### src/asc_pkg.sv
// Shared types, character codes and character classes of the assembly token scanner.
package asc_pkg;

  localparam int unsigned CH_BITS   = 8;
  localparam int unsigned KIND_BITS = 3;

  typedef enum logic [KIND_BITS-1:0] {
    KIND_END     = 3'd0,
    KIND_INT     = 3'd1,
    KIND_LABEL   = 3'd2,
    KIND_REG     = 3'd3,
    KIND_IDENT   = 3'd4,
    KIND_ILLEGAL = 3'd5
  } kind_e;

  typedef enum logic [2:0] {
    MODE_IDLE    = 3'd0,
    MODE_COMMENT = 3'd1,
    MODE_MINUS   = 3'd2,
    MODE_NUMBER  = 3'd3,
    MODE_WORD    = 3'd4
  } mode_e;

  localparam logic [CH_BITS-1:0] CH_NUL        = 8'h00;
  localparam logic [CH_BITS-1:0] CH_TAB        = 8'h09;
  localparam logic [CH_BITS-1:0] CH_LF         = 8'h0A;
  localparam logic [CH_BITS-1:0] CH_CR         = 8'h0D;
  localparam logic [CH_BITS-1:0] CH_SPACE      = 8'h20;
  localparam logic [CH_BITS-1:0] CH_COMMA      = 8'h2C;
  localparam logic [CH_BITS-1:0] CH_MINUS      = 8'h2D;
  localparam logic [CH_BITS-1:0] CH_ZERO       = 8'h30;
  localparam logic [CH_BITS-1:0] CH_NINE       = 8'h39;
  localparam logic [CH_BITS-1:0] CH_COLON      = 8'h3A;
  localparam logic [CH_BITS-1:0] CH_SEMI       = 8'h3B;
  localparam logic [CH_BITS-1:0] CH_UPPER_A    = 8'h41;
  localparam logic [CH_BITS-1:0] CH_UPPER_Z    = 8'h5A;
  localparam logic [CH_BITS-1:0] CH_UNDERSCORE = 8'h5F;
  localparam logic [CH_BITS-1:0] CH_LOWER_A    = 8'h61;
  localparam logic [CH_BITS-1:0] CH_LOWER_R    = 8'h72;
  localparam logic [CH_BITS-1:0] CH_LOWER_Z    = 8'h7A;

  function automatic logic is_digit(input logic [CH_BITS-1:0] c);
    return (c >= CH_ZERO) && (c <= CH_NINE);
  endfunction

  function automatic logic is_alpha(input logic [CH_BITS-1:0] c);
    return ((c >= CH_LOWER_A) && (c <= CH_LOWER_Z)) ||
           ((c >= CH_UPPER_A) && (c <= CH_UPPER_Z));
  endfunction

  function automatic logic is_word(input logic [CH_BITS-1:0] c);
    return is_alpha(c) || is_digit(c) || (c == CH_UNDERSCORE);
  endfunction

  function automatic logic is_blank(input logic [CH_BITS-1:0] c);
    return (c == CH_SPACE) || ((c >= CH_TAB) && (c <= CH_CR));
  endfunction

endpackage

### src/asc_fifo.sv
// Result queue of four entries that takes up to two entries and gives one per cycle while the reader takes them.
module asc_fifo #(
  parameter int unsigned WIDTH = 84
) (
  input  logic             clk_i,
  input  logic             rst_ni,
  input  logic [1:0]       push_cnt_i,
  input  logic [WIDTH-1:0] push0_i,
  input  logic [WIDTH-1:0] push1_i,
  input  logic             pop_i,
  output logic [WIDTH-1:0] data_o,
  output logic             valid_o,
  output logic             room_o
);

  localparam int unsigned DEPTH    = 4;
  localparam int unsigned PTR_BITS = $clog2(DEPTH);
  localparam int unsigned CNT_BITS = $clog2(DEPTH + 1);

  logic [WIDTH-1:0]    mem_q [DEPTH];
  logic [PTR_BITS-1:0] wr_ptr_q, wr_ptr_d, rd_ptr_q, rd_ptr_d, wr_next;
  logic [CNT_BITS-1:0] cnt_q, cnt_d;
  logic                pop;

  assign pop     = pop_i && (cnt_q != '0);
  assign wr_next = PTR_BITS'(wr_ptr_q + 1'b1);
  assign data_o  = mem_q[rd_ptr_q];
  assign valid_o = (cnt_q != '0);
  assign room_o  = (cnt_q <= CNT_BITS'(DEPTH - 2));

  always_comb begin
    wr_ptr_d = PTR_BITS'(wr_ptr_q + PTR_BITS'(push_cnt_i));
    rd_ptr_d = pop ? PTR_BITS'(rd_ptr_q + 1'b1) : rd_ptr_q;
    cnt_d    = CNT_BITS'(cnt_q + CNT_BITS'(push_cnt_i) - CNT_BITS'(pop));
  end

  always_ff @(posedge clk_i or negedge rst_ni) begin
    if (!rst_ni) begin
      wr_ptr_q <= '0;
      rd_ptr_q <= '0;
      cnt_q    <= '0;
    end else begin
      wr_ptr_q <= wr_ptr_d;
      rd_ptr_q <= rd_ptr_d;
      cnt_q    <= cnt_d;
    end
  end

  always_ff @(posedge clk_i) begin
    if (push_cnt_i != 2'd0) begin
      mem_q[wr_ptr_q] <= push0_i;
    end
    if (push_cnt_i == 2'd2) begin
      mem_q[wr_next] <= push1_i;
    end
  end

  a_cnt_bound: assert property (@(posedge clk_i) disable iff (!rst_ni)
    cnt_q <= CNT_BITS'(DEPTH))
    else $error("Result queue holds more entries than it has.");

  a_push_fits: assert property (@(posedge clk_i) disable iff (!rst_ni)
    (push_cnt_i != 2'd0) |-> room_o)
    else $error("Results were pushed without room for two entries.");

endmodule

### src/asc_core.sv
// Scanner state and the per-byte decode that turns one byte into up to two results.
module asc_core #(
  parameter int unsigned VALUE_BITS = 32,
  parameter int unsigned POS_BITS   = 16,
  parameter int unsigned LEN_BITS   = 8
) (
  input  logic                               clk_i,
  input  logic                               rst_ni,
  input  logic                               en_i,
  input  logic [asc_pkg::CH_BITS-1:0]        ch_i,
  output logic [1:0]                         count_o,
  output logic [((2*POS_BITS+LEN_BITS+VALUE_BITS+1+7)/8)*8+asc_pkg::KIND_BITS:0] entry0_o,
  output logic [((2*POS_BITS+LEN_BITS+VALUE_BITS+1+7)/8)*8+asc_pkg::KIND_BITS:0] entry1_o
);

  localparam int unsigned FIELD_BITS = 2*POS_BITS + LEN_BITS + VALUE_BITS + 1;
  localparam int unsigned DATA_BITS  = ((FIELD_BITS + 7) / 8) * 8;
  localparam int unsigned ENTRY_BITS = DATA_BITS + asc_pkg::KIND_BITS + 1;
  localparam logic [VALUE_BITS-1:0] HALF    = {1'b1, {(VALUE_BITS-1){1'b0}}};
  localparam logic [VALUE_BITS-1:0] HALF_M1 = {1'b0, {(VALUE_BITS-1){1'b1}}};

  asc_pkg::mode_e        mode_q, mode_d;
  logic [POS_BITS-1:0]   line_q, line_d, col_q, col_d;
  logic [POS_BITS-1:0]   tok_line_q, tok_line_d, tok_col_q, tok_col_d;
  logic [LEN_BITS-1:0]   tok_len_q, tok_len_d, len_grown;
  logic [VALUE_BITS-1:0] acc_q, acc_d;
  logic                  neg_q, neg_d, sat_q, sat_d, sr_q, sr_d, ract_q, ract_d;

  logic [3:0]            digit;
  logic [VALUE_BITS-1:0] cap, acc_next, num_val;
  logic [VALUE_BITS+3:0] scaled;
  logic                  dig_sat, num_oor;
  logic                  is_dig, flush, rescan, idle_emit;
  asc_pkg::kind_e        fl_kind, id_kind;
  logic [LEN_BITS-1:0]   fl_len;
  logic [VALUE_BITS-1:0] fl_val;
  logic                  fl_oor;

  function automatic logic [ENTRY_BITS-1:0] pack(
    input logic                  last,
    input asc_pkg::kind_e        kind,
    input logic [POS_BITS-1:0]   line,
    input logic [POS_BITS-1:0]   col,
    input logic [LEN_BITS-1:0]   len,
    input logic [VALUE_BITS-1:0] val,
    input logic                  oor
  );
    logic [DATA_BITS-1:0] data;
    data = DATA_BITS'({oor, val, len, col, line});
    return {last, kind, data};
  endfunction

  // Shared decimal accumulate: value times ten plus digit, clamped at the cap.
  assign is_dig   = asc_pkg::is_digit(ch_i);
  assign digit    = 4'(ch_i - asc_pkg::CH_ZERO);
  assign cap      = (mode_q == asc_pkg::MODE_WORD) ? HALF_M1 : HALF;
  assign scaled   = ({4'b0, acc_q} << 3) + ({4'b0, acc_q} << 1) + (VALUE_BITS+4)'(digit);
  assign dig_sat  = (acc_q > cap) || (scaled > {4'b0, cap});
  assign acc_next = dig_sat ? cap : scaled[VALUE_BITS-1:0];

  assign num_val  = neg_q ? VALUE_BITS'(~acc_q + 1'b1) : ((acc_q > HALF_M1) ? HALF_M1 : acc_q);
  assign num_oor  = neg_q ? sat_q : (sat_q || (acc_q > HALF_M1));
  assign len_grown = (tok_len_q == '1) ? tok_len_q : LEN_BITS'(tok_len_q + 1'b1);

  always_comb begin
    mode_d     = mode_q;
    tok_line_d = tok_line_q;
    tok_col_d  = tok_col_q;
    tok_len_d  = tok_len_q;
    acc_d      = acc_q;
    neg_d      = neg_q;
    sat_d      = sat_q;
    sr_d       = sr_q;
    ract_d     = ract_q;
    flush      = 1'b0;
    rescan     = 1'b0;
    idle_emit  = 1'b0;
    fl_kind    = asc_pkg::KIND_INT;
    fl_len     = tok_len_q;
    fl_val     = '0;
    fl_oor     = 1'b0;
    id_kind    = asc_pkg::KIND_END;

    unique case (mode_q)
      asc_pkg::MODE_COMMENT: begin
        if (ch_i == asc_pkg::CH_NUL) begin
          rescan = 1'b1;
        end else if (ch_i == asc_pkg::CH_LF) begin
          mode_d = asc_pkg::MODE_IDLE;
        end
      end
      asc_pkg::MODE_MINUS: begin
        if (is_dig) begin
          neg_d     = 1'b1;
          tok_len_d = len_grown;
          acc_d     = acc_next;
          sat_d     = sat_q || dig_sat;
          mode_d    = asc_pkg::MODE_NUMBER;
        end else begin
          flush   = 1'b1;
          fl_kind = asc_pkg::KIND_ILLEGAL;
          fl_len  = '0;
          rescan  = 1'b1;
        end
      end
      asc_pkg::MODE_NUMBER: begin
        if (is_dig) begin
          tok_len_d = len_grown;
          acc_d     = acc_next;
          sat_d     = sat_q || dig_sat;
        end else begin
          flush   = 1'b1;
          fl_kind = asc_pkg::KIND_INT;
          fl_val  = num_val;
          fl_oor  = num_oor;
          rescan  = 1'b1;
        end
      end
      asc_pkg::MODE_WORD: begin
        if (asc_pkg::is_word(ch_i)) begin
          tok_len_d = len_grown;
          if (ract_q && is_dig) begin
            acc_d = acc_next;
            sat_d = sat_q || dig_sat;
          end else begin
            ract_d = 1'b0;
          end
        end else if (ch_i == asc_pkg::CH_COLON) begin
          flush   = 1'b1;
          fl_kind = asc_pkg::KIND_LABEL;
          mode_d  = asc_pkg::MODE_IDLE;
        end else begin
          flush  = 1'b1;
          rescan = 1'b1;
          if (sr_q) begin
            fl_kind = asc_pkg::KIND_REG;
            fl_val  = acc_q;
            fl_oor  = sat_q;
          end else begin
            fl_kind = asc_pkg::KIND_IDENT;
          end
        end
      end
      default: begin
        rescan = 1'b1;
      end
    endcase

    if (rescan) begin
      mode_d = asc_pkg::MODE_IDLE;
      priority if (ch_i == asc_pkg::CH_NUL) begin
        idle_emit = 1'b1;
        id_kind   = asc_pkg::KIND_END;
      end else if (asc_pkg::is_blank(ch_i) || (ch_i == asc_pkg::CH_COMMA)) begin
        mode_d = asc_pkg::MODE_IDLE;
      end else if (ch_i == asc_pkg::CH_SEMI) begin
        mode_d = asc_pkg::MODE_COMMENT;
      end else if (is_dig || (ch_i == asc_pkg::CH_MINUS) ||
                   asc_pkg::is_alpha(ch_i) || (ch_i == asc_pkg::CH_UNDERSCORE)) begin
        tok_line_d = line_q;
        tok_col_d  = col_q;
        tok_len_d  = LEN_BITS'(1);
        acc_d      = '0;
        neg_d      = 1'b0;
        sat_d      = 1'b0;
        sr_d       = 1'b0;
        ract_d     = 1'b0;
        if (is_dig) begin
          acc_d  = VALUE_BITS'(digit);
          mode_d = asc_pkg::MODE_NUMBER;
        end else if (ch_i == asc_pkg::CH_MINUS) begin
          mode_d = asc_pkg::MODE_MINUS;
        end else begin
          sr_d   = (ch_i == asc_pkg::CH_LOWER_R);
          ract_d = (ch_i == asc_pkg::CH_LOWER_R);
          mode_d = asc_pkg::MODE_WORD;
        end
      end else begin
        idle_emit = 1'b1;
        id_kind   = asc_pkg::KIND_ILLEGAL;
      end
    end
  end

  always_comb begin
    line_d = line_q;
    col_d  = col_q;
    if (ch_i != asc_pkg::CH_NUL) begin
      if (ch_i == asc_pkg::CH_LF) begin
        line_d = (line_q == '1) ? line_q : POS_BITS'(line_q + 1'b1);
        col_d  = POS_BITS'(1);
      end else begin
        col_d = (col_q == '1) ? col_q : POS_BITS'(col_q + 1'b1);
      end
    end
  end

  assign count_o  = {flush && idle_emit, flush ^ idle_emit};
  assign entry1_o = pack(1'b1, id_kind, line_q, col_q, '0, '0, 1'b0);
  assign entry0_o = flush ? pack(!idle_emit, fl_kind, tok_line_q, tok_col_q, fl_len, fl_val, fl_oor)
                          : entry1_o;

  always_ff @(posedge clk_i or negedge rst_ni) begin
    if (!rst_ni) begin
      mode_q     <= asc_pkg::MODE_IDLE;
      line_q     <= POS_BITS'(1);
      col_q      <= POS_BITS'(1);
      tok_line_q <= POS_BITS'(1);
      tok_col_q  <= POS_BITS'(1);
      tok_len_q  <= '0;
      acc_q      <= '0;
      neg_q      <= 1'b0;
      sat_q      <= 1'b0;
      sr_q       <= 1'b0;
      ract_q     <= 1'b0;
    end else if (en_i) begin
      mode_q     <= mode_d;
      line_q     <= line_d;
      col_q      <= col_d;
      tok_line_q <= tok_line_d;
      tok_col_q  <= tok_col_d;
      tok_len_q  <= tok_len_d;
      acc_q      <= acc_d;
      neg_q      <= neg_d;
      sat_q      <= sat_d;
      sr_q       <= sr_d;
      ract_q     <= ract_d;
    end
  end

  a_open_len: assert property (@(posedge clk_i) disable iff (!rst_ni)
    ((mode_q == asc_pkg::MODE_MINUS) || (mode_q == asc_pkg::MODE_NUMBER) ||
     (mode_q == asc_pkg::MODE_WORD)) |-> (tok_len_q != '0))
    else $error("An open token has zero length.");

  a_reg_digits: assert property (@(posedge clk_i) disable iff (!rst_ni)
    !sr_q |-> !ract_q)
    else $error("Register digits are collected for a word not starting with r.");

endmodule

### src/assembly_token_scanner.sv
// Assembly token scanner: one source byte per item in, tokens out.
// The block takes one source byte per clock cycle and emits zero, one or two tokens per
// byte, since a token is only known to be complete at the byte that follows it. A byte is
// registered on entry, decoded from that register and its tokens are written into a
// four-entry result queue, whose head entry drives the output. Bytes are taken at one
// per cycle as long as the queue has room for two tokens; the rate is set by the result
// side, which gives one token per cycle while the output is ready. tlast marks the
// final token caused by one byte; a byte of zero ends the input and yields the end
// token.
module assembly_token_scanner #(
  parameter int unsigned VALUE_BITS = 32,
  parameter int unsigned POS_BITS   = 16,
  parameter int unsigned LEN_BITS   = 8
) (
  input  logic                                  clk_i,
  input  logic                                  rst_ni,
  input  logic                                  s_axis_tvalid_i,
  output logic                                  s_axis_tready_o,
  // ch
  input  logic [asc_pkg::CH_BITS-1:0]           s_axis_tdata_i,
  output logic                                  m_axis_tvalid_o,
  input  logic                                  m_axis_tready_i,
  // start_line, start_column, token_length, token_value, out_of_range, zero fill
  output logic [((2*POS_BITS+LEN_BITS+VALUE_BITS+1+7)/8)*8-1:0] m_axis_tdata_o,
  // token_kind
  output logic [asc_pkg::KIND_BITS-1:0]         m_axis_tuser_o,
  output logic                                  m_axis_tlast_o
);

  localparam int unsigned FIELD_BITS = 2*POS_BITS + LEN_BITS + VALUE_BITS + 1;
  localparam int unsigned DATA_BITS  = ((FIELD_BITS + 7) / 8) * 8;
  localparam int unsigned ENTRY_BITS = DATA_BITS + asc_pkg::KIND_BITS + 1;

  logic                        in_vld_q, in_vld_d;
  logic [asc_pkg::CH_BITS-1:0] ch_q;
  logic                        fire, room;
  logic [1:0]                  core_cnt, push_cnt;
  logic [ENTRY_BITS-1:0]       entry0, entry1, head;

  assign fire            = in_vld_q && room;
  assign s_axis_tready_o = !in_vld_q || fire;
  assign in_vld_d        = s_axis_tready_o ? s_axis_tvalid_i : in_vld_q;
  assign push_cnt        = fire ? core_cnt : 2'd0;

  always_ff @(posedge clk_i or negedge rst_ni) begin
    if (!rst_ni) begin
      in_vld_q <= 1'b0;
    end else begin
      in_vld_q <= in_vld_d;
    end
  end

  always_ff @(posedge clk_i) begin
    if (s_axis_tvalid_i && s_axis_tready_o) begin
      ch_q <= s_axis_tdata_i;
    end
  end

  asc_core #(
    .VALUE_BITS (VALUE_BITS),
    .POS_BITS   (POS_BITS),
    .LEN_BITS   (LEN_BITS)
  ) u_core (
    .clk_i    (clk_i),
    .rst_ni   (rst_ni),
    .en_i     (fire),
    .ch_i     (ch_q),
    .count_o  (core_cnt),
    .entry0_o (entry0),
    .entry1_o (entry1)
  );

  asc_fifo #(
    .WIDTH (ENTRY_BITS)
  ) u_fifo (
    .clk_i      (clk_i),
    .rst_ni     (rst_ni),
    .push_cnt_i (push_cnt),
    .push0_i    (entry0),
    .push1_i    (entry1),
    .pop_i      (m_axis_tready_i),
    .data_o     (head),
    .valid_o    (m_axis_tvalid_o),
    .room_o     (room)
  );

  assign m_axis_tdata_o = head[DATA_BITS-1:0];
  assign m_axis_tuser_o = head[DATA_BITS +: asc_pkg::KIND_BITS];
  assign m_axis_tlast_o = head[ENTRY_BITS-1];

  a_held_byte: assert property (@(posedge clk_i) disable iff (!rst_ni)
    (in_vld_q && !fire) |=> (in_vld_q && $stable(ch_q)))
    else $error("A waiting source byte was lost or changed.");

endmodule

### config.mk
export PLATFORM = sky130hd
export DESIGN_NAME = assembly_token_scanner
export DESIGN_NICKNAME = d
export VERILOG_FILES = /design/src/asc_pkg.sv /design/src/asc_fifo.sv /design/src/asc_core.sv /design/src/assembly_token_scanner.sv
export SDC_FILE = /design/constraint.sdc
export NUM_CORES = 1
export LEC_CHECK = 0
export ABC_AREA = 1
export BUFFER_PORTS_ARGS = -buffer_cell sky130_fd_sc_hd__buf_2
export CAP_MARGIN = 30
export CELL_PAD_IN_SITES_DETAIL_PLACEMENT = 1
export CELL_PAD_IN_SITES_GLOBAL_PLACEMENT = 2
export CORE_ASPECT_RATIO = 0.5
export CORE_UTILIZATION = 41
export CTS_BUF_LIST = sky130_fd_sc_hd__clkbuf_16
export CTS_CLUSTER_DIAMETER = 100
export DETAILED_ROUTE_END_ITERATION = 12
export HOLD_SLACK_MARGIN = 0.1
export PLACE_DENSITY = 0.9
export RECOVER_POWER = 50
export SYNTH_ARGS = -nofsm -noshare
export SYNTH_HDL_FRONTEND = slang
export SYNTH_SLANG_ARGS = --single-unit
### constraint.sdc
create_clock -name clk_i -period 10.7 [get_ports clk_i]
set_input_delay 0.535 -clock clk_i [delete_from_list [all_inputs] [get_ports clk_i]]
set_output_delay 0.535 -clock clk_i [all_outputs]
set_load 0.05 [all_outputs]
After elaboration in Yosys (flattened, before gate mapping). Memory sizes are Yosys's and may differ from the RTL's. Cells that the tools add are included.

Word-level logic and storage cells: 207. Input bits: 12. Memory bits (read-only): 0. Bits in writable memories: 336. Memories: 1. Latch bits: 0. Flip-flop bits (word level): 127.

$add $sub $neg: 12. Muxes and demuxes: 105. Shift operators: 0. Multipliers: 0. Div/mod/pow operators: 0. Order comparisons: 12. Bitwise gates (word level): 6. Reductions and logical operators: 33. Equal/unequal tests: 22.

Memory list: u_fifo.mem_q (depth 4, width 84, rd ports 1, clocked after memory_dff 0, write ports 2, line asc_fifo.sv:20) `logic [WIDTH-1:0] mem_q [DEPTH];`.

Operators with widths (count): 32-bit two-way mux (16); 32-bit one-hot mux with 2 select lines (2); 84-bit two-way mux (1); 8-bit two-way mux (10); 3-bit two-way mux (21); 1-bit two-way mux (44); 8-bit by 6-bit == test with 1-bit output, second input constant (5); 35-bit by 33-bit adder with 36-bit output (1); 36-bit by 4-bit adder with 36-bit output (1); 36-bit by 32-bit > comparator with 1-bit output (1); 16-bit by 1-bit adder with 16-bit output, second input constant (2); 32-bit by 1-bit adder with 32-bit output, second input constant (1); 16-bit == test, second input constant (2); 32-bit by 31-bit > comparator with 1-bit output, second input constant (1); 32-bit > comparator (1); 16-bit two-way mux (2); 32-bit NOT (1); 8-bit by 7-bit == test with 1-bit output, second input constant (2); 8-bit by 7-bit >= comparator with 1-bit output, second input constant (2); 8-bit by 7-bit less-or-equal comparator with 1-bit output, second input constant (2); 8-bit one-hot mux with 2 select lines (1); 1-bit logical OR (12); 1-bit logical AND (9); 3-bit by 2-bit inequality test with 1-bit output, second input constant (3); other kinds (38) (47).

Depth between registers and ports, before layout. Gate-level depths: netlist of run 1.

Depth in word-level cells: 15. Gate-level depth with buffers: 32. Depth with buffers taken out: 31.

Hierarchy. From an unflattened synthesis of run 1, not the netlist that was laid out.

Cells, all modules: 4107. Area total of the unflattened synthesis: 30769.5 µm².

Modules (own cells, without submodules): asc_fifo (times used 1, area each 18077.3 µm², cells an instance 2241); asc_core (times used 1, area each 12381.9 µm², cells an instance 1846); assembly_token_scanner (times used 1, area each 310.3 µm², cells an instance 20).

Least setup slack after synthesis of run 1. No wires, ideal clock.

Kind: register to register. Start: register u_core.mode_q[2]. End: register u_core.acc_q[22]. Path buffers: 2. Data arrival time: 4.120 ns. Stages on the path, launching flop included: 22. Slack: 6.464 ns. Setup time: 0.117 ns. Required time: 10.583 ns. Path through: dfrtp_1 > inv_2 > nor3_4 > inv_2 > clkbuf_1 > ha_1 > a21o_1 > nor2_1 > nand2_1 > nand2_1 > nand3_1 > nand2_1 > nand2_1 > nand2_1 > nand2_1 > a21oi_1 > buf_4 > nand3_1 > nand3_1 > nand2_1 > nand2_1 > nand2_1.

Longest elaborated chain between the ends: 13. Elaborated cells on any way between the ends: 20. Classes of those cells: order compare: 2; eq/ne: 4; mux: 12; reduce/logical: 2.

Ends and longest elaborated chain: from (decl) (line asc_core.sv:22) `asc_pkg::mode_e mode_q, mode_d;`; from (signal assigned) (line asc_core.sv:205) `mode_q <= asc_pkg::MODE_IDLE;`; from (signal assigned) (line asc_core.sv:217) `mode_q <= mode_d;`; 3-bit == test (line asc_core.sv:56, asc_core.sv:84); 32-bit two-way mux (line asc_core.sv:56) `assign cap = (mode_q == asc_pkg::MODE_WORD) ? HALF_M1 : HALF;`; 36-bit by 32-bit > comparator with 1-bit output or 32-bit > comparator (tied branches) (line asc_core.sv:58) `assign dig_sat = (acc_q > cap) || (scaled > {4'b0, cap});`; 1-bit logical OR (line asc_core.sv:58); 32-bit two-way mux (line asc_core.sv:59) `assign acc_next = dig_sat ? cap : scaled[VALUE_BITS-1:0];`; 32-bit two-way mux (line asc_core.sv:122) `if (ract_q && is_dig) begin`; 32-bit two-way mux (line asc_core.sv:120) `if (asc_pkg::is_word(ch_i)) begin`; 32-bit one-hot mux with 2 select lines (line asc_core.sv:84) `unique case (mode_q)`; 32-bit two-way mux (line asc_core.sv:158) `end else if (is_dig || (ch_i == asc_pkg::CH_MINUS) ||`; 32-bit two-way mux (line asc_core.sv:156) `end else if (ch_i == asc_pkg::CH_SEMI) begin`; 32-bit two-way mux (line asc_core.sv:154) `end else if (asc_pkg::is_blank(ch_i) || (ch_i == asc_pkg::CH_COMMA)) begin`; 32-bit two-way mux (line asc_core.sv:151) `priority if (ch_i == asc_pkg::CH_NUL) begin`; 32-bit two-way mux * (line asc_core.sv:149) `if (rescan) begin`; to (signal assigned) (line asc_core.sv:211) `acc_q <= '0;`; to (signal assigned) (line asc_core.sv:223) `acc_q <= acc_d;`; to (decl) (line asc_core.sv:26) `logic [VALUE_BITS-1:0] acc_q, acc_d;`.

Every way passes the cells marked *; elsewhere a longest branch is shown, timed or not. A chain may end at the register's enable or synchronous reset.

==> impl_metrics.ini, run 1 <==
[worst_setup_path]
start_kind = flip-flop
worst-setup-path-type = reg2reg
worstPathRequired_ns = 10.91
path_max_fanout = 74
cp.arrival_ns = 7.77
crit_slowest_cell = inv_1
crit_path_max_incr_delay_ns = 1.30
crit_chain = nor3_1 > inv_1 > nor2_1 > inv_1 > nand2_2 > buf_4 > ha_1 > inv_1 > nor2_1 > inv_1 > nor2_1 > clkinv_1 > nor2_1 > inv_2 > nand2_2 > buf_4
crit_path_end_kind = flip-flop

[route]
dr.pass1.iters = 5
routed_wl_um = 83300
drt_iter0_drc = 1549
routedWlPerCell_um = 20.5
via_count = 23134
ant_nets = 0
route.detailed.drc = 0
viasPerCell = 5.69

[sta]
relSlewSlack_pct = -153
rsz0062_at_grt = false
setup_tns_ns = 0
hold_violations = 0
setup_violations = 0
period_needed_ns = 7.57
skew_ns = 0.0141
max_freq_mhz = 132
finalCritPeriodShare_pct = 70.7
slew_viol_final = 332
worst_slew_pin_slew_ns = 3.80

[finish]
drive_gt1_share_pct = 4.52
nets = 3372
syn_to_final_growth_pct = 9.32
n_antenna_cell = 0
final_core_util_pct = 45.8

[flow_run]
drv_cap = 6

[global_route]
grtUsageTotal_pct = 26.8
grt_pass1_wl_um = 133000
grt_pass1_vias = 23783
grt_overflow = 0
grt_max_degree = 91
antenna_found_initial = 0

[pwr]
power.share.clock_pct = 23.4
p_per_area_nw_per_um2 = 266
pwr-share-comb_pct = 47.9
ir_drop_mv = 0.284
p_sw_mw = 3.61
leakage_nw = 12.2
p_int_mw = 3.66
swShare_pct = 49.6
p_seq_share_pct = 28.6

[place]
port_buffers = 90
dpl.hpwl_um = 54600
gp_congestion = 0.836

[floorplanning]
io_pins = 98
start_util_pct = 41.9
rows = 63
die_w_um = 352
coreArea_sq_um = 59800
die_area_sq_um = 62100
fp.dieH_um = 177

[yosys]
synth_cell_type_count = 65
syn_area_sq_um = 25000
yosysMostFrequentCell = nand2_1
yosys-top-cells-area = edfxtp_1, dfxtp_1, dfrtp_1
synthCells = 3214
async_reset_ff_share_pct = 27.4
yosysTopAreaCellShare_pct = 17.3
synthFlopType = dfxtp_1
yosysWarnings = 0
yosysSeqAreaShare_pct = 42.9
synth_area_leader_cell = edfxtp_1
synth_common_cells = nand2_1, nor2_1, o21ai_0
avgSynthCellArea_sq_um = 7.79
synth_edf_count = 144
yosys_register_bits = 435

[clocking]
cts_tree = built
cts.htree.levels = 2
cts.sink_count = 435
cts-root-buf = clkbuf_16
cts_buffer_depth = 3
cts_setup_buffers = 0
cts_buffers = 45
insertion_delay_ns = 0.58
clk_pin_slew_ns = 0.06

[worst_hold_path]
hold_class = in2reg

[status]
status = finished, violations left
violations = max-capacitance violations, max-slew violations
==> timing repair <==
action,in CTS,in global routing
hold buffers,1,0
endpoints found under the hold margin,49,0
gates resized for setup,0,0
==> metal layers <==
metal  vias up  GRT usage, %  wire length, um
met1     11590          37.0            39600
met2       438          45.5            39300
li1      11007             -                -
met4         0          5.49             1410
met5         -             0                0
met3        99          2.57             2980
==> layout by cell type (no fill, tap or decap), types with 11 or more instances in the layout <==
cell type / Yosys / layout
xor2_1: 40 / 40
o31ai_1: 11 / 12
a22o_1: 68 / 68
clkinv_1: 9 / 21
dfxtp_1: 172 / 172
o211ai_1: 14 / 14
nand4_1: 18 / 18
a21oi_1: 129 / 128
edfxtp_1: 144 / 144
clkbuf_16: 0 / 50
ha_1: 137 / 137
nand2_1: 741 / 739
o21ai_0: 315 / 347
buf_4: 14 / 27
nor2_1: 334 / 343
clkbuf_1: 118 / 83
nand3_1: 147 / 148
nor3_1: 28 / 31
inv_1: 246 / 257
o22ai_1: 221 / 221
dfrtp_1: 115 / 113
buf_2: 28 / 11
==> kinds of logic after synthesis <==
family	Yosys count	synth area share [%]
AO/OA/AOI/OAI	832	19.5
XOR/XNOR	46	1.61
adder cells (fa/ha/maj)	140	7.08
buffers and inverters	445	7.18
flip-flops	435	42.9
multiplexers	1	0.0450
other	1	0.0150
AND/OR/NAND/NOR	1314	21.6
==> final cells by class <==
cell class | count | area, sq um
Tap cell | 812 | 1020
Sequential cell | 435 | 10800
Fill cell | 7391 | 32400
Clock inverter | 32 | 324
Inverter | 275 | 1040
Clock buffer | 50 | 1250
Timing Repair Buffer | 123 | 599
Multi-Input combinational cell | 2340 | 12400
==> through the flow <==
step / hold slack, ns / std cells / area [sq um] / setup WS (ns) / total power [mW]
2_1_floorplan: 0.239 / 3220 / 25100 / 6.46 / 4.61
3_3_place_gp: 0.432 / 3982 / 26000 / 5.07 / 5.57
3_5_place_dp: 0.435 / 3983 / 26100 / 5.19 / 5.68
4_1_cts: 0.124 / 4066 / 27600 / 5.14 / 7.38
5_1_grt: 0.119 / 4067 / 27400 / 2.45 / 7.65
6_report: 0.137 / 4067 / 27400 / 3.13 / 7.27
==> flip-flops by register name (all words and copies together) (netlist names), 2 cells and up <==
signal / cells
u_core.col_q: 16
u_fifo.rd_ptr_q: 2
u_core.mode_q: 3
u_core.tok_line_q: 16
ch_q: 8
u_core.tok_len_q: 8
u_core.acc_q: 32
u_core.line_q: 16
u_fifo.cnt_q: 3
u_fifo.wr_ptr_q: 2
u_core.tok_col_q: 16
u_fifo.mem_q: 308
==> worst max-delay path: cells and delay by family, from the launching register on <==
kind / cells / cell delay, ns
buf+inv: 8 / 3.28
flops: 1 / 0.42
simple gates: 7 / 3.12
fa+ha+maj: 1 / 0.30
==> final timing paths <==
path	start	to	slack [ns]	cells past startpoint
setup / recovery	u_core.mode_q[1]$_DFFE_PN0P_	u_fifo.mem_q[0][10]$_DFFE_PP_	3.13	16
setup reg to reg	u_core.mode_q[1]$_DFFE_PN0P_	u_fifo.mem_q[0][10]$_DFFE_PP_	3.13	16
min in group asynchronous	rst_ni	u_core.acc_q[24]$_DFFE_PN0P_	1.60	2
hold reg to reg	u_fifo.mem_q[2][42]$_SDFFE_PP0P_	u_fifo.mem_q[2][42]$_SDFFE_PP0P_	0.45	2
hold / removal	s_axis_tdata_i[2]	ch_q[2]$_DFFE_PP_	0.14	1
max in group asynchronous	rst_ni	u_core.line_q[3]$_DFFE_PN0P_	3.83	4
==> power groups by stage <==
| stage | combinational, mW | sequential (mW) | clock, mW |
|---|---|---|---|
| 6_report | 3.49 | 2.08 | 1.70 |
| 5_1_grt | 3.76 | 2.10 | 1.79 |
| 4_1_cts | 3.58 | 2.08 | 1.72 |
| 3_5_place_dp | 3.56 | 2.12 | 0 |
| 3_3_place_gp | 3.47 | 2.11 | 0 |
| 2_1_floorplan | 2.54 | 2.07 | 0 |
No activity file was read; power rests on OpenSTA's default activity.
==> run 2, diff against run 1 <==
--- a/config.mk
+++ b/config.mk
@@ -11,12 +11,12 @@
 export CELL_PAD_IN_SITES_DETAIL_PLACEMENT = 1
 export CELL_PAD_IN_SITES_GLOBAL_PLACEMENT = 2
 export CORE_ASPECT_RATIO = 0.5
-export CORE_UTILIZATION = 41
+export CORE_UTILIZATION = 38
 export CTS_BUF_LIST = sky130_fd_sc_hd__clkbuf_16
 export CTS_CLUSTER_DIAMETER = 100
 export DETAILED_ROUTE_END_ITERATION = 12
 export HOLD_SLACK_MARGIN = 0.1
-export PLACE_DENSITY = 0.9
+export PLACE_DENSITY = 0.84
 export RECOVER_POWER = 50
 export SYNTH_ARGS = -nofsm -noshare
 export SYNTH_HDL_FRONTEND = slang
==> constraint.sdc (replaced) <==
create_clock -name clk_i -period 7.1 [get_ports clk_i]
set_input_delay 0.355 -clock clk_i [delete_from_list [all_inputs] [get_ports clk_i]]
set_output_delay 0.355 -clock clk_i [all_outputs]
set_load 0.05 [all_outputs]
==> impl_metrics.ini, run 2 (same netlist as run 1, synthesis figures left out) <==
[sta]
slew_viol_final = 462
rsz0062_at_grt = false
hold_violations = 0
relSlewSlack_pct = -157
setup_tns_ns = 0
worst_slew_pin_slew_ns = 3.85
max_freq_mhz = 159
skew_ns = 0.0215
period_needed_ns = 6.27
setup_violations = 0
worst_slack_ns = 0.827
finalCritPeriodShare_pct = 88.3

[finish]
largest_reg_flops = 308
top_regs = u_fifo.mem_q x308, u_core.acc_q x32
stdcell_count = 4146
drive_gt1_share_pct = 4.26
layout_commonest_cell = nand2_1
nets = 3378
n_antenna_cell = 0
syn_to_final_growth_pct = 9.26
final_cell_mix = nand2_1, o21ai_0, nor2_1, inv_1, o22ai_1
largest-register = u_fifo.mem_q

[worst_setup_path]
r2r-start = ch_q[1]$_DFFE_PP_
worst-r2r-cell-count = 17
crit_chain = nor2_2 > nand2_1 > or2_0 > nand3_1 > nand2_4 > nor2_1 > nand2_4 > nand2_1 > inv_1 > nor3_1 > ha_1 > nor2_4 > nand2_1 > clkbuf_1 > nand2_2 > inv_2 > a22o_1
crit_slowest_cell = clkbuf_1
cp.arrival_ns = 6.79
worstPathRequired_ns = 7.62
crit_path_max_incr_delay_ns = 1.74
worst-setup-path-type = reg2reg
r2r-end = u_fifo.mem_q[1][57]$_SDFFE_PP0P_
rrSetupSlack_ns = 0.83
cpMostUsedCell = nand2_1
path_max_fanout = 42
start_kind = flip-flop
crit_path_end_kind = flip-flop

[global_route]
grtUsageTotal_pct = 25.1
grt_pass1_vias = 23085
antenna_found_initial = 0
grt_max_degree = 88
grt_pass1_wl_um = 133000
grt_overflow = 0

[clocking]
cts-root-buf = clkbuf_16
cts_setup_buffers = 0
insertion_delay_ns = 0.59
clk_pin_slew_ns = 0.06
cts_buffer_depth = 3
cts.sink_count = 435
ctsHoldBuffers = 10
cts_resized = 0
cts_tree = built
cts.htree.levels = 2
cts_buffers = 44

[route]
wl_met2_um = 39700
routedWlPerCell_um = 20.5
wl_met1_um = 40400
ant_nets = 0
via_count = 22991
wl_met3_um = 3190
route.detailed.drc = 1
routed_wl_um = 84900
dr.pass1.iters = 9
viasPerCell = 5.55
drt_iter0_drc = 1418
routed.top_layer = met4

[floorplanning]
io_pins = 98
die_area_sq_um = 67000
die_w_um = 365
fp.dieH_um = 184
coreArea_sq_um = 65100
rows = 66
start_util_pct = 38.5

[worst_hold_path]
hold_class = in2reg
min_path_cells = 4
hold-path-endpoint = u_fifo.rd_ptr_q[1]$_DFFE_PN0P_
hp-start = m_axis_tready_i

[place]
gp_congestion = 0.833
placed_cells = 4054
post-place-ws_ns = 1.73
port_buffers = 90
dpl.hpwl_um = 55100

[pwr]
total_power_mw = 10.8
leakage_nw = 12.2
ir_drop_mv = 0.215
p_per_area_nw_per_um2 = 393

[status]
violations = design-rule violations, max-capacitance violations, max-slew violations
status = finished, violations left

[flow_run]
drv_cap = 9
[run 2: critical path: cells and delay by family, from the launching register on]
family                   cells  cell delay, ns
flip-flops                   1            0.52
AO/OA/AOI/OAI                1            0.26
adder cells (fa/ha/maj)      1            0.30
buffers and inverters        3            2.65
AND/OR/NAND/NOR             12            2.44
[run 2: power breakdown]
| group | switching [mW] | internal (mW) |
|---|---|---|
| clock network | 1.07 | 1.25 |
| logic | 4.19 | 1.06 |
| registers | 0.223 | 2.96 |
| total | 5.48 | 5.28 |
[run 2: how the worst max path moves through the flow]
stage                                       startpoint                                to  slack, ns  cells after the start
after global routing                 ch_q[3]$_DFFE_PP_  u_fifo.mem_q[2][70]$_SDFFE_PP0P_       0.70                     20
after detailed placement             ch_q[3]$_DFFE_PP_      u_core.acc_q[21]$_DFFE_PN0P_       1.73                     27
after CTS                  u_core.acc_q[2]$_DFFE_PN0P_      u_core.acc_q[21]$_DFFE_PN0P_       1.70                     27
final                                ch_q[1]$_DFFE_PP_  u_fifo.mem_q[1][57]$_SDFFE_PP0P_       0.83                     17
after floorplan           u_core.mode_q[2]$_DFFE_PN0P_      u_core.acc_q[22]$_DFFE_PN0P_       2.86                     21
after global placement     u_core.acc_q[2]$_DFFE_PN0P_      u_core.acc_q[21]$_DFFE_PN0P_       1.77                     22
[run 2: per-layer routing]
layer / track usage, % / up-vias
met4: 5.24 / 0
met1: 35.1 / 11424
met5: 0 / -
li1: - / 11018
met3: 2.32 / 108
met2: 42.2 / 441
[run 2: area by class of cell]
class	count	area, sq um
flip-flops and latches	435	10800
fillers	8040	37700
well taps	884	1110
clock inverters	36	238
inverters	275	1040
repair buffers	130	657
clock buffers	46	1150
multi-input cells	2340	12400
[run 2: through the flow]
step | area (sq um) | hold WS [ns] | util [%]
after floorplan | 25100 | 0.0594 | -
after global placement | 26100 | 0.415 | 40.2
after detailed placement | 26100 | 0.410 | 40.2
after CTS | 27600 | 0.201 | 42.5
after global routing | 27400 | 0.243 | 42.1
final | 27400 | 0.235 | 42.1
==> run 3, diff against run 2 <==
--- a/config.mk
+++ b/config.mk
@@ -10,13 +10,13 @@
 export CAP_MARGIN = 30
 export CELL_PAD_IN_SITES_DETAIL_PLACEMENT = 1
 export CELL_PAD_IN_SITES_GLOBAL_PLACEMENT = 2
-export CORE_ASPECT_RATIO = 0.5
-export CORE_UTILIZATION = 38
+export CORE_ASPECT_RATIO = 1.75
+export CORE_UTILIZATION = 41
 export CTS_BUF_LIST = sky130_fd_sc_hd__clkbuf_16
 export CTS_CLUSTER_DIAMETER = 100
 export DETAILED_ROUTE_END_ITERATION = 12
 export HOLD_SLACK_MARGIN = 0.1
-export PLACE_DENSITY = 0.84
+export PLACE_DENSITY = 0.9
 export RECOVER_POWER = 50
 export SYNTH_ARGS = -nofsm -noshare
 export SYNTH_HDL_FRONTEND = slang
==> constraint.sdc (replaced) <==
create_clock -name clk_i -period 7.5 [get_ports clk_i]
set_input_delay 0.375 -clock clk_i [delete_from_list [all_inputs] [get_ports clk_i]]
set_output_delay 0.375 -clock clk_i [all_outputs]
set_load 0.05 [all_outputs]
==> impl_metrics.ini, run 3 (same netlist as run 1, synthesis figures left out) <==
[finish]
top_regs = u_fifo.mem_q x308, u_core.acc_q x32
syn_to_final_growth_pct = 8.58
final_cell_mix = nand2_1, o21ai_0, nor2_1, inv_1, o22ai_1
layout_commonest_cell = nand2_1
largest-register = u_fifo.mem_q
largest_reg_flops = 308
fillers = 7396
drive_gt1_share_pct = 4.20
n_antenna_cell = 0
nets = 3381
final_core_util_pct = 45.1

[worst_setup_path]
worstPathRequired_ns = 7.12
start_kind = flip-flop
crit_chain = clkbuf_1 > clkbuf_2 > o21ai_0 > o22ai_1 > clkbuf_1
critPathTopFamily = buffers and inverters
crit_path_max_incr_delay_ns = 1.47
cp.arrival_ns = 6.15
crit_slowest_cell = clkbuf_2
crit_path_end_kind = output port
cpMostUsedCell = clkbuf_1
path_max_fanout = 83
crit_buf_inv = 3
worst-setup-path-type = reg2out

[route]
routed_wl_um = 91700
viasPerCell = 5.85
via_count = 23680
routedWlPerCell_um = 22.7
dr.pass1.iters = 5
ant_nets = 0
route.detailed.drc = 0
drt_iter0_drc = 1278

[clocking]
cts_buffer_depth = 3
clk_pin_slew_ns = 0.07
insertion_delay_ns = 0.57
cts_setup_buffers = 0
cts-root-buf = clkbuf_16
cts_resized = 0
cts.htree.levels = 2
cts_buffers = 39
cts.sink_count = 435
cts_tree = built

[sta]
setup_tns_ns = 0
holdWs_ns = 0.366
worst_slew_pin_slew_ns = 3.49
rsz0062_at_grt = false
skew_ns = 0.0154
period_needed_ns = 6.53
relSlewSlack_pct = -133
hold_violations = 0
setup_violations = 0
worst_slack_ns = 0.972
slew_viol_final = 277
max_freq_mhz = 153
finalCritPeriodShare_pct = 87.0

[floorplanning]
die_area_sq_um = 62100
start_util_pct = 41.5
rows = 119
io_pins = 98
coreArea_sq_um = 60300
die_w_um = 189
fp.dieH_um = 329

[status]
status = finished, violations left
violations = max-capacitance violations, max-slew violations

[pwr]
p_per_area_nw_per_um2 = 375
leakage_nw = 12.1
ir_drop_mv = 0.268

[global_route]
grt_pass1_vias = 25585
grt_max_degree = 86
antenna_found_initial = 0
grt_pass1_wl_um = 142000
grtUsageTotal_pct = 29.4
grt_overflow = 0

[place]
dpl.hpwl_um = 64700
port_buffers = 90
post-place-ws_ns = 1.60
gp_congestion = 0.895

[flow_run]
drv_cap = 5

[worst_hold_path]
hold_class = in2reg
run 3: cell count changes in the layout (fill, tap and decap cells not counted), moves of 4 or more:
cell / delta
inv_1: -5
buf_4: +6
inv_6: +4
nand2_1: +4
run 3: timing repair:
| action | 4_1_cts | 5_1_grt |
|---|---|---|
| setup endpoints to repair | 0 | 0 |
| hold buffers | 10 | 0 |
| endpoints found under the hold margin | 63 | 0 |
run 3: stage by stage:
step	instances	area, sq um	total power [mW]
3_5_place_dp	3963	26100	8.33
4_1_cts	4044	27400	10.4
3_3_place_gp	3960	26000	8.12
5_1_grt	4045	27200	10.7
6_report	4045	27200	10.2
2_1_floorplan	3220	25100	6.58
run 3: worst paths after layout:
path,from,endpoint,slack [ns],cells after the start
setup / recovery,u_fifo.rd_ptr_q[0]$_DFFE_PN0P_,m_axis_tdata_o[48],0.97,5
hold / removal,m_axis_tready_i,u_fifo.rd_ptr_q[0]$_DFFE_PN0P_,0.37,3
setup reg to reg,u_core.mode_q[1]$_DFFE_PN0P_,u_fifo.mem_q[0][9]$_DFFE_PP_,1.10,18
hold reg to reg,u_fifo.mem_q[2][68]$_SDFFE_PP0P_,u_fifo.mem_q[2][68]$_SDFFE_PP0P_,0.45,2
max in group asynchronous,rst_ni,u_fifo.rd_ptr_q[1]$_DFFE_PN0P_,3.74,2
min in group asynchronous,rst_ni,u_fifo.rd_ptr_q[0]$_DFFE_PN0P_,1.53,2
run 3: area by class of cell:
class / count / area, sq um / area share (%)
multi-input combinational: 2340 / 12400 / 45.6
sequential: 435 / 10800 / 39.5
clock buffer: 43 / 1080 / 3.96
inverter: 275 / 1040 / 3.82
tap: 786 / 983 / 3.62
timing repair buffer: 138 / 777 / 2.86
clock inverter: 28 / 168 / 0.616
run 3: worst register-to-register path, cell delays in order, from the launching register on:
cell and delay [ns]:
dfrtp_1 0.44, nor3_4 0.19, buf_4 0.29, inv_1 0.61, nor2_1 0.55, nand2_1 0.29
nand2_1 0.23, inv_1 0.11, nor3_1 0.36, ha_1 0.30, inv_1 0.06, nor2_1 0.35
clkinv_1 0.23, nor2_1 0.54, inv_2 0.06, nor2_1 0.18, inv_2 0.38, nand2_1 0.25
buf_4 0.56
run 3: routing by layer:
layer | track usage (%) | share of wire [%] | up-vias
met4 | 18.7 | 6.6 | 0
li1 | - | - | 11022
met1 | 28.7 | 35 | 11763
met3 | 2.48 | 3.2 | 270
met2 | 58.2 | 55 | 625
met5 | 0 | 0 | -
run 3: power breakdown:
part           leakage [nW]  internal, mW  switching [mW]
registers              4.34          2.80           0.189
clock network         0.649          1.08           0.951
logic                  7.15          1.03            4.14
